[config.mk]
export PLATFORM = sky130hd
export DESIGN_NAME = epoch_seconds_to_calendar_date
export DESIGN_NICKNAME = d
export VERILOG_FILES = /design/src/design/esc_pkg.sv /design/src/design/epoch_seconds_to_calendar_date.sv
export SDC_FILE = /design/constraint.sdc
export NUM_CORES = 2
export LEC_CHECK = 0
export BUFFER_PORTS_ARGS = -buffer_cell sky130_fd_sc_hd__buf_2
export CORE_ASPECT_RATIO = 0.6
export CORE_MARGIN = 2
export CORE_UTILIZATION = 45
export DETAILED_ROUTE_END_ITERATION = 7
export GPL_ROUTABILITY_DRIVEN = 1
export PLACE_DENSITY = 0.65
export SYNTH_ARGS = -nofsm -noshare
export SYNTH_HDL_FRONTEND = slang
export SYNTH_SLANG_ARGS = --single-unit
export TNS_END_PERCENT = 20
[constraint.sdc]
create_clock -name clk -period 14.35 [get_ports clk]
set_clock_uncertainty 0.1 [all_clocks]
set_input_delay 0 -clock clk [delete_from_list [all_inputs] [get_ports clk]]
set_output_delay 0 -clock clk [all_outputs]
set_load 0.05 [all_outputs]
[src/design/esc_pkg.sv]
// ----------------------------------------------------------------------------
// esc_pkg
// Shared types and constants for the epoch seconds to calendar date converter.
// ----------------------------------------------------------------------------
package esc_pkg;

  localparam int unsigned FIRST_YEAR = 1970;
  localparam int unsigned LAST_YEAR  = 2200;

  localparam int unsigned SECS_W   = 33;   // epoch_seconds
  localparam int unsigned LOCAL_W  = 34;   // offset-adjusted seconds
  localparam int unsigned SUM_W    = 36;   // signed working width for the offset add
  localparam int unsigned DAYS_W   = 17;   // day count, also time of day in seconds
  localparam int unsigned ALU_W    = 18;   // shared subtractor operand width
  localparam int unsigned CNT_W    = 6;
  localparam int unsigned YEAR_W   = 12;
  localparam int unsigned ZONE_W   = 5;
  localparam int unsigned OFFS_W   = 18;   // offset in seconds, signed
  localparam int unsigned MUL_A_W  = 27;   // shared multiplier operands
  localparam int unsigned MUL_B_W  = 28;
  localparam int unsigned PROD_W   = MUL_A_W + MUL_B_W;

  localparam logic signed [ZONE_W-1:0] ZONE_RESET    = 5'sd9;
  localparam logic signed [OFFS_W-1:0] SECS_PER_HOUR = 18'sd3600;

  // quotient = ((dividend >> pre) * RECIP) >> POST, exact over the dividend range
  localparam logic [MUL_B_W-1:0] RECIP_DAY  = 28'd203613265;  // 86400 = 128 * 675
  localparam logic [MUL_B_W-1:0] RECIP_WEEK = 28'd149797;
  localparam logic [MUL_B_W-1:0] RECIP_HOUR = 28'd9321;       // 3600 = 16 * 225
  localparam logic [MUL_B_W-1:0] RECIP_MIN  = 28'd1093;       // 60 = 4 * 15

  localparam int unsigned POST_DAY  = 37;
  localparam int unsigned POST_WEEK = 20;
  localparam int unsigned POST_HOUR = 21;
  localparam int unsigned POST_MIN  = 14;

  // divisors for the multiply-back remainder step
  localparam logic [MUL_B_W-1:0] DIV_DAY_D  = 28'd86400;
  localparam logic [MUL_B_W-1:0] DIV_WEEK_D = 28'd7;
  localparam logic [MUL_B_W-1:0] DIV_HOUR_D = 28'd3600;
  localparam logic [MUL_B_W-1:0] DIV_MIN_D  = 28'd60;

  localparam logic [CNT_W-1:0] DIV_STEPS = 6'd2;

  localparam logic [DAYS_W-1:0] EPOCH_WEEKDAY = 17'd4;  // 1970-01-01 is a Thursday

  localparam logic [YEAR_W-1:0] FIRST_YEAR_V = YEAR_W'(FIRST_YEAR);
  localparam logic [YEAR_W-1:0] LAST_YEAR_V  = YEAR_W'(LAST_YEAR);
  localparam logic [1:0]        FIRST_MOD4   = 2'(FIRST_YEAR % 4);
  localparam logic [6:0]        FIRST_MOD100 = 7'(FIRST_YEAR % 100);
  localparam logic [8:0]        FIRST_MOD400 = 9'(FIRST_YEAR % 400);

  localparam logic [3:0] MONTH_JAN = 4'd1;
  localparam logic [3:0] MONTH_FEB = 4'd2;
  localparam logic [3:0] MONTH_DEC = 4'd12;

  typedef enum logic [2:0] {
    ST_IDLE,
    ST_DIV_DAY,
    ST_DIV_WEEK,
    ST_DIV_HOUR,
    ST_DIV_MIN,
    ST_YEAR,
    ST_MONTH,
    ST_FINISH
  } state_t;

  function automatic logic [8:0] month_len(input logic [3:0] m, input logic leap);
    logic [8:0] len;
    unique case (m)
      4'd1, 4'd3, 4'd5, 4'd7, 4'd8, 4'd10, 4'd12: len = 9'd31;
      4'd4, 4'd6, 4'd9, 4'd11:                   len = 9'd30;
      4'd2:                                      len = leap ? 9'd29 : 9'd28;
      default:                                   len = 9'd31;
    endcase
    return len;
  endfunction

endpackage

[src/design/epoch_seconds_to_calendar_date.sv]
// ----------------------------------------------------------------------------
// epoch_seconds_to_calendar_date
// Converts a UTC epoch timestamp to local Gregorian date, time and weekday.
// ----------------------------------------------------------------------------
// One item is converted at a time; ts_stall is high from acceptance until the
// result has moved into the output register, and stays high while a finished
// result waits on a stalled output register. The day, weekday, hour and minute
// splits take two steps each on one shared constant multiplier: a reciprocal
// multiply for the quotient, then a multiply-back and subtract for the remainder
// on the 18-bit subtract-and-compare unit, which then walks one year a cycle
// from 1970 and one month a cycle. A local time before 1970 skips the splits and
// walks; one past the end of 2200 ends the year walk at 2200. Either gives
// out_of_range with all other fields zero. zone_offset_hours is applied in
// seconds before the day split, so the date carries with the hour.
module epoch_seconds_to_calendar_date
  import esc_pkg::*;
(
  input  logic                     clk,
  input  logic                     rst,
  input  logic                     cfg_wr_en,
  input  logic signed [ZONE_W-1:0] cfg_wr_data,
  input  logic                     ts_valid,
  output logic                     ts_stall,
  input  logic [SECS_W-1:0]        epoch_seconds,
  output logic                     date_valid,
  input  logic                     date_stall,
  output logic [YEAR_W-1:0]        cal_year,
  output logic [3:0]               cal_month,
  output logic [4:0]               day_of_month,
  output logic [4:0]               hour_of_day,
  output logic [5:0]               minute_of_hour,
  output logic [5:0]               second_of_minute,
  output logic [2:0]               day_of_week,
  output logic                     out_of_range
);

  state_t state, state_next;

  logic signed [ZONE_W-1:0] zone_offset_hours;

  logic [LOCAL_W-1:0] dvd;
  logic [DAYS_W-1:0]  quo;
  logic [CNT_W-1:0]   cnt;
  logic [DAYS_W-1:0]  days;
  logic [DAYS_W-1:0]  tod;
  logic [YEAR_W-1:0]  year;
  logic [3:0]         month;
  logic [1:0]         y_mod4;
  logic [6:0]         y_mod100;
  logic [8:0]         y_mod400;
  logic               leap_r;
  logic               oor;
  logic [2:0]         wday;
  logic [4:0]         hour;
  logic [5:0]         minute;
  logic [5:0]         second;

  // offset add
  logic signed [OFFS_W-1:0] off_secs;
  logic signed [SUM_W-1:0]  local_sum;
  logic                     local_neg;

  assign off_secs  = OFFS_W'(zone_offset_hours) * SECS_PER_HOUR;
  assign local_sum = signed'({(SUM_W-SECS_W)'(0), epoch_seconds}) + SUM_W'(off_secs);
  assign local_neg = local_sum[SUM_W-1];

  // shared multiplier and subtract/compare unit
  logic [MUL_A_W-1:0] mul_a;
  logic [MUL_B_W-1:0] mul_b;
  logic [PROD_W-1:0]  prod;
  logic [ALU_W-1:0] op_a, op_b;
  logic [ALU_W:0]   diff;
  logic             ge;
  logic             leap_now;
  logic [DAYS_W-1:0] rem_step, quo_step;

  // control decode
  logic last_iter;
  logic out_load;
  logic accept;

  assign leap_now = ((y_mod4 == 2'd0) && (y_mod100 != 7'd0)) || (y_mod400 == 9'd0);

  always_comb begin
    mul_a    = MUL_A_W'(quo);
    mul_b    = '0;
    quo_step = '0;
    op_a     = dvd[ALU_W-1:0];
    op_b     = prod[ALU_W-1:0];
    unique case (state)
      ST_DIV_DAY: begin
        if (!last_iter) mul_a = dvd[LOCAL_W-1 -: MUL_A_W];
        mul_b    = last_iter ? DIV_DAY_D : RECIP_DAY;
        quo_step = prod[POST_DAY +: DAYS_W];
      end
      ST_DIV_WEEK: begin
        if (!last_iter) mul_a = MUL_A_W'(dvd[DAYS_W-1:0]);
        mul_b    = last_iter ? DIV_WEEK_D : RECIP_WEEK;
        quo_step = prod[POST_WEEK +: DAYS_W];
      end
      ST_DIV_HOUR: begin
        if (!last_iter) mul_a = MUL_A_W'(dvd[DAYS_W-1:4]);
        mul_b    = last_iter ? DIV_HOUR_D : RECIP_HOUR;
        quo_step = prod[POST_HOUR +: DAYS_W];
      end
      ST_DIV_MIN: begin
        if (!last_iter) mul_a = MUL_A_W'(dvd[11:2]);
        mul_b    = last_iter ? DIV_MIN_D : RECIP_MIN;
        quo_step = prod[POST_MIN +: DAYS_W];
      end
      ST_YEAR: begin
        op_a = {1'b0, days};
        op_b = leap_now ? 18'd366 : 18'd365;
      end
      ST_MONTH: begin
        op_a = {1'b0, days};
        op_b = ALU_W'(month_len(month, leap_r));
      end
      default: begin
      end
    endcase
  end

  assign prod     = mul_a * mul_b;
  assign diff     = {1'b0, op_a} - {1'b0, op_b};
  assign ge       = !diff[ALU_W];
  assign rem_step = diff[DAYS_W-1:0];

  always_comb begin
    ts_stall  = (state != ST_IDLE);
    accept    = ts_valid && (state == ST_IDLE);
    last_iter = (cnt == CNT_W'(1));
    out_load  = (state == ST_FINISH) && (!date_valid || !date_stall);
  end

  always_comb begin
    state_next = state;
    unique case (state)
      ST_IDLE:     if (ts_valid) state_next = local_neg ? ST_FINISH : ST_DIV_DAY;
      ST_DIV_DAY:  if (last_iter) state_next = ST_DIV_WEEK;
      ST_DIV_WEEK: if (last_iter) state_next = ST_DIV_HOUR;
      ST_DIV_HOUR: if (last_iter) state_next = ST_DIV_MIN;
      ST_DIV_MIN:  if (last_iter) state_next = ST_YEAR;
      ST_YEAR: begin
        if (!ge) begin
          state_next = ST_MONTH;
        end else if (year == LAST_YEAR_V) begin
          state_next = ST_FINISH;
        end
      end
      ST_MONTH:    if (!ge || month == MONTH_DEC) state_next = ST_FINISH;
      ST_FINISH:   if (out_load) state_next = ST_IDLE;
      default:     state_next = ST_IDLE;
    endcase
  end

  always_ff @(posedge clk) begin
    if (rst) begin
      state             <= ST_IDLE;
      zone_offset_hours <= ZONE_RESET;
    end else begin
      state <= state_next;
      if (cfg_wr_en) begin
        zone_offset_hours <= cfg_wr_data;
      end
    end
  end

  // datapath
  always_ff @(posedge clk) begin
    unique case (state)
      ST_IDLE: begin
        if (accept) begin
          dvd <= local_sum[LOCAL_W-1:0];
          cnt <= DIV_STEPS;
          oor <= local_neg;
        end
      end
      ST_DIV_DAY, ST_DIV_WEEK, ST_DIV_HOUR, ST_DIV_MIN: begin
        if (!last_iter) begin
          quo <= quo_step;
          cnt <= cnt - CNT_W'(1);
        end else begin
          cnt <= DIV_STEPS;
          if (state == ST_DIV_DAY) begin
            days <= quo;
            tod  <= rem_step;
            dvd  <= LOCAL_W'(quo + EPOCH_WEEKDAY);
          end else if (state == ST_DIV_WEEK) begin
            wday <= (rem_step[2:0] == 3'd0) ? 3'd7 : rem_step[2:0];
            dvd  <= LOCAL_W'(tod);
          end else if (state == ST_DIV_HOUR) begin
            hour <= quo[4:0];
            dvd  <= LOCAL_W'(rem_step);
          end else begin
            minute   <= quo[5:0];
            second   <= rem_step[5:0];
            year     <= FIRST_YEAR_V;
            y_mod4   <= FIRST_MOD4;
            y_mod100 <= FIRST_MOD100;
            y_mod400 <= FIRST_MOD400;
          end
        end
      end
      ST_YEAR: begin
        if (!ge) begin
          leap_r <= leap_now;
          month  <= MONTH_JAN;
        end else if (year == LAST_YEAR_V) begin
          oor <= 1'b1;
        end else begin
          days     <= diff[DAYS_W-1:0];
          year     <= year + YEAR_W'(1);
          y_mod4   <= y_mod4 + 2'd1;
          y_mod100 <= (y_mod100 == 7'd99)  ? 7'd0 : y_mod100 + 7'd1;
          y_mod400 <= (y_mod400 == 9'd399) ? 9'd0 : y_mod400 + 9'd1;
        end
      end
      ST_MONTH: begin
        if (ge && month != MONTH_DEC) begin
          days  <= diff[DAYS_W-1:0];
          month <= month + 4'd1;
        end
      end
      default: begin
      end
    endcase
  end

  // output register
  always_ff @(posedge clk) begin
    if (rst) begin
      date_valid <= 1'b0;
    end else if (out_load) begin
      date_valid <= 1'b1;
    end else if (!date_stall) begin
      date_valid <= 1'b0;
    end
  end

  always_ff @(posedge clk) begin
    if (out_load) begin
      out_of_range     <= oor;
      cal_year         <= oor ? '0 : year;
      cal_month        <= oor ? '0 : month;
      day_of_month     <= oor ? '0 : days[4:0] + 5'd1;
      hour_of_day      <= oor ? '0 : hour;
      minute_of_hour   <= oor ? '0 : minute;
      second_of_minute <= oor ? '0 : second;
      day_of_week      <= oor ? '0 : wday;
    end
  end

  // checks
  a_accept_busy: assert property (@(posedge clk) disable iff (rst)
    (ts_valid && !ts_stall) |=> ts_stall)
    else $error("item accepted but converter not busy next cycle");

  a_oor_zero: assert property (@(posedge clk) disable iff (rst)
    (date_valid && out_of_range) |-> (cal_year == '0 && cal_month == '0 &&
      day_of_month == '0 && hour_of_day == '0 && day_of_week == '0))
    else $error("out_of_range item carries nonzero fields");

  a_fields_legal: assert property (@(posedge clk) disable iff (rst)
    (date_valid && !out_of_range) |-> (hour_of_day < 5'd24 && minute_of_hour < 6'd60 &&
      second_of_minute < 6'd60 && day_of_week != 3'd0 && cal_month != 4'd0 &&
      cal_month <= MONTH_DEC && day_of_month != 5'd0))
    else $error("calendar field out of range");

  a_year_bound: assert property (@(posedge clk) disable iff (rst)
    (state == ST_YEAR) |-> (year >= FIRST_YEAR_V && year <= LAST_YEAR_V))
    else $error("year walk left its range");

endmodule
==> impl_results.md <==
- Result of the run: finished clean
- Cell depth of the worst min-delay path: 4
- Via count: 25514
- Core Footprint: 69900 µm²
- Endpoints failing setup: 0
- Post-Route Hold Slack: 0.0302 ns
- Standard-cell rows: 75
- Start of the worst register-to-register path: state[1]
- Hold-fix buffers at CTS: 23
- Final global-route overflow total: 0
- Cell types occupying the most area after synthesis: sky130_fd_sc_hd__fa_1 30%, sky130_fd_sc_hd__edfxtp_1 18%, sky130_fd_sc_hd__ha_1 13%
- Crit Reg-Reg Endpoint: days[15]
- Summed negative setup slack over all endpoints: 0 ns
- Count of final hold-check violations: 0
- Overall die area: 72900 µm²
- Root Driver: sky130_fd_sc_hd__clkbuf_16
- Number of sinks handled by clock tree synthesis: 198
- Clock tree from TritonCTS: built
- Resized cells post-CTS: 0
- Share of async-settable or async-resettable flops after synthesis: 0%
- Final period util: 83.4%
- Yosys Warn Count: 0
- Clk_lat worst skew: 0.47 ns
- Proportion of layout cells with a drive suffix above 1: 5.76%
- Hold_sp: epoch_seconds[20]
- RD Place Congestion: 1.04
- Crit end category: register
- Maximum frequency from static timing analysis: 0.0836 GHz
- Top cell type's share of synthesized area: 29.6%
- MaxCap Viol Count: 0
- Top-Level Pins: 87
- Total instance count after detailed placement: 4548
- Total clock buffers created by CTS: 17
- Effective utilization at floorplan: 45.5%
- Count of different cell masters after synthesis: 89
- Top_reg_cell synth: sky130_fd_sc_hd__edfxtp_1
- Total wire length: 102000 µm
- FF+latch count, synth: 198
- Pin count of the biggest net entering global routing: 50
- Post-synthesis cell count: 3519
- Vias in the first global route: 24777
- Register-to-register setup slack: 2.38 ns
- Initial detailed-routing violation count: 3143
- Worst setup slack after layout: 2.38 ns
- Htree depth: 4
- Post-detail-place hpwl: 84900 µm
- Most area-hungry cell type in the Yosys netlist: sky130_fd_sc_hd__fa_1
- First-pass GRT wire length: 157000 µm
- Critical path fanouts, max: 22
- Unrepaired setup endpoints after global routing: false
- Number of buffers added for setup after CTS: 0
- Slew at the pin with the worst max-slew slack: 1.30 ns
- Post-detailed-route DRC marker count: 0
- Max Transition Viols Final: 0
- Drt via density: 5.54
- Number of enable-type register cells in the synthesized netlist: 189
- Initial antenna violation count: 1
- Routed wirelength normalized by instance count: 22.2 µm
- Global-route usage over all layers: 28.8%
- Crit path arrival time: 12.02 ns
- Layout Nets: 4513
- Number of port buffers: 86
- Kind of start point of the critical path: register
- Kind of critical path: register to register
- Area Growth Syn to Fin: 8.47%
- Worst-case hold path end point: dvd[20]
- Pre-CTS setup slack: 2.68 ns
- Worst-path clk slew: 0.08 ns
- Proportion of synthesized chip area in sequential cells: 18.4%
- Post-layout instance count excluding filler cells: 4604
- Crit path launch: state[1]
- Critical path's largest stage delay: 0.85 ns
- Vertical extent of the die: 210 µm
- Cell count of the worst reg-to-reg path: 33
- Crit path max-delay cell type: sky130_fd_sc_hd__o31ai_1
- Average footprint of a synthesized cell: 9.04 µm²
- Netlist area before placement: 31800 µm²
- Shortest clock period the worst path allows after layout: 11.97 ns
- DR pass1 iterations: 6
- Max Root-Sink Buffers: 2
- Die span in x: 347 µm
- Classification of the worst-slack hold path: input pin to register
- Worst rel slew slack: 12.7%
- Worst endpoint required time: 14.40 ns
- Remaining antenna violation count: 0
==> cell type report <==
class	instances	area, µm²
clock inverter	13	136
multi-input combinational	2550	23100
inverter	747	2800
antenna	1	2.50
timing repair buffer	152	983
fill	6676	35400
sequential	198	5860
clock buffer	19	443
tap	924	1160
==> per-layer routing <==
metal / global-route usage, % / up-vias / share of wire, %
met5: 0 / - / 0
met4: 3.48 / 0 / 1.1
met3: 10.6 / 99 / 14
met2: 35.3 / 1386 / 36
met1: 47.4 / 12534 / 49
li1: - / 11495 / -
==> cells by family after synthesis <==
kind of cell / count (synthesis) / share of synthesized area, %
muxes: 21 / 0.747
xor gates and xnor gates: 110 / 3.03
and+or+nand+nor: 976 / 13.7
buffers and inverters: 869 / 10.3
adders and majority gates: 804 / 42.7
other: 2 / 0.0236
DFF: 198 / 18.4
AOI/OAI and AO/OA: 539 / 11.0
==> placed cells by master (no fill, tap or decap), types with 23 or more instances in the layout <==
master                            n
sky130_fd_sc_hd__dlygate4sd3_1   23
sky130_fd_sc_hd__buf_4           43
sky130_fd_sc_hd__conb_1         100
sky130_fd_sc_hd__fa_1           471
sky130_fd_sc_hd__o21ai_0        117
sky130_fd_sc_hd__nand3_1         58
sky130_fd_sc_hd__ha_1           333
sky130_fd_sc_hd__buf_2           86
sky130_fd_sc_hd__edfxtp_1       189
sky130_fd_sc_hd__nor2_1         311
sky130_fd_sc_hd__nand2_1        349
sky130_fd_sc_hd__xor2_1          54
sky130_fd_sc_hd__a21oi_1        139
sky130_fd_sc_hd__o21a_1          29
sky130_fd_sc_hd__a21o_1          54
sky130_fd_sc_hd__and3_1          62
sky130_fd_sc_hd__xnor2_1         56
sky130_fd_sc_hd__nor2b_1         45
sky130_fd_sc_hd__inv_1          745
sky130_fd_sc_hd__nor3_1          24
==> worst max-delay path, delay by kind of cell, from the launching register on <==
kind,cells,cell delay [ns]
compound gates,4,1.84
xor+xnor,1,0.41
fa+ha+maj,9,4.03
buf+inv,7,1.75
flops,1,0.31
simple gates,12,3.18
==> sequential cells by signal (all words and copies together) (netlist names), 7 cells and up <==
register  cells
tod          17
year         12
y_mod400      9
quo          17
cal_year     12
dvd          34
y_mod100      7
days         17
==> stage by stage <==
| stage | utilization, % | instance area [µm²] |
|---|---|---|
| detailed placement | 48.2 | 33700 |
| global placement | 48.2 | 33700 |
| finish | 49.4 | 34500 |
| global route | 49.4 | 34500 |
| CTS | 49.4 | 34500 |
| floorplan | - | 32200 |
==> cells in the mapped netlist, types with 9 or more instances <==
library cell and number:
sky130_fd_sc_hd__a21o_1 54, sky130_fd_sc_hd__dfxtp_1 9, sky130_fd_sc_hd__or3_1 14, sky130_fd_sc_hd__fa_1 471
sky130_fd_sc_hd__xnor2_1 56, sky130_fd_sc_hd__o21bai_1 19, sky130_fd_sc_hd__a31oi_1 16, sky130_fd_sc_hd__and2_1 21
sky130_fd_sc_hd__a21oi_1 140, sky130_fd_sc_hd__nor2b_1 45, sky130_fd_sc_hd__o21ai_1 18, sky130_fd_sc_hd__and3_1 62
sky130_fd_sc_hd__a211oi_1 13, sky130_fd_sc_hd__nor2_1 318, sky130_fd_sc_hd__buf_1 10, sky130_fd_sc_hd__a211o_1 9
sky130_fd_sc_hd__inv_1 745, sky130_fd_sc_hd__nand2b_1 18, sky130_fd_sc_hd__o21ai_0 117, sky130_fd_sc_hd__xor2_1 54
sky130_fd_sc_hd__edfxtp_1 189, sky130_fd_sc_hd__nand3_1 59, sky130_fd_sc_hd__nand4_1 21, sky130_fd_sc_hd__o22ai_1 17
sky130_fd_sc_hd__nor3_1 28, sky130_fd_sc_hd__or2_2 11, sky130_fd_sc_hd__ha_1 333, sky130_fd_sc_hd__nor4_1 11
sky130_fd_sc_hd__a221oi_1 11, sky130_fd_sc_hd__mux2i_1 17, sky130_fd_sc_hd__nand2_1 349, sky130_fd_sc_hd__clkbuf_1 107
sky130_fd_sc_hd__o21a_1 29, sky130_fd_sc_hd__a22oi_1 16
==> worst max path at each step <==
stage,slack [ns],cells after the start,to
floorplan,3.24,33,y_mod100[0]
global placement,2.99,33,days[16]
detailed placement,2.68,33,days[14]
CTS,2.64,33,days[15]
global route,1.67,33,days[15]
finish,2.38,33,days[15]
Power is left out: the tool's default activity adds up to more than one toggle a clock period on the data nets, which glitch-free logic cannot reach.
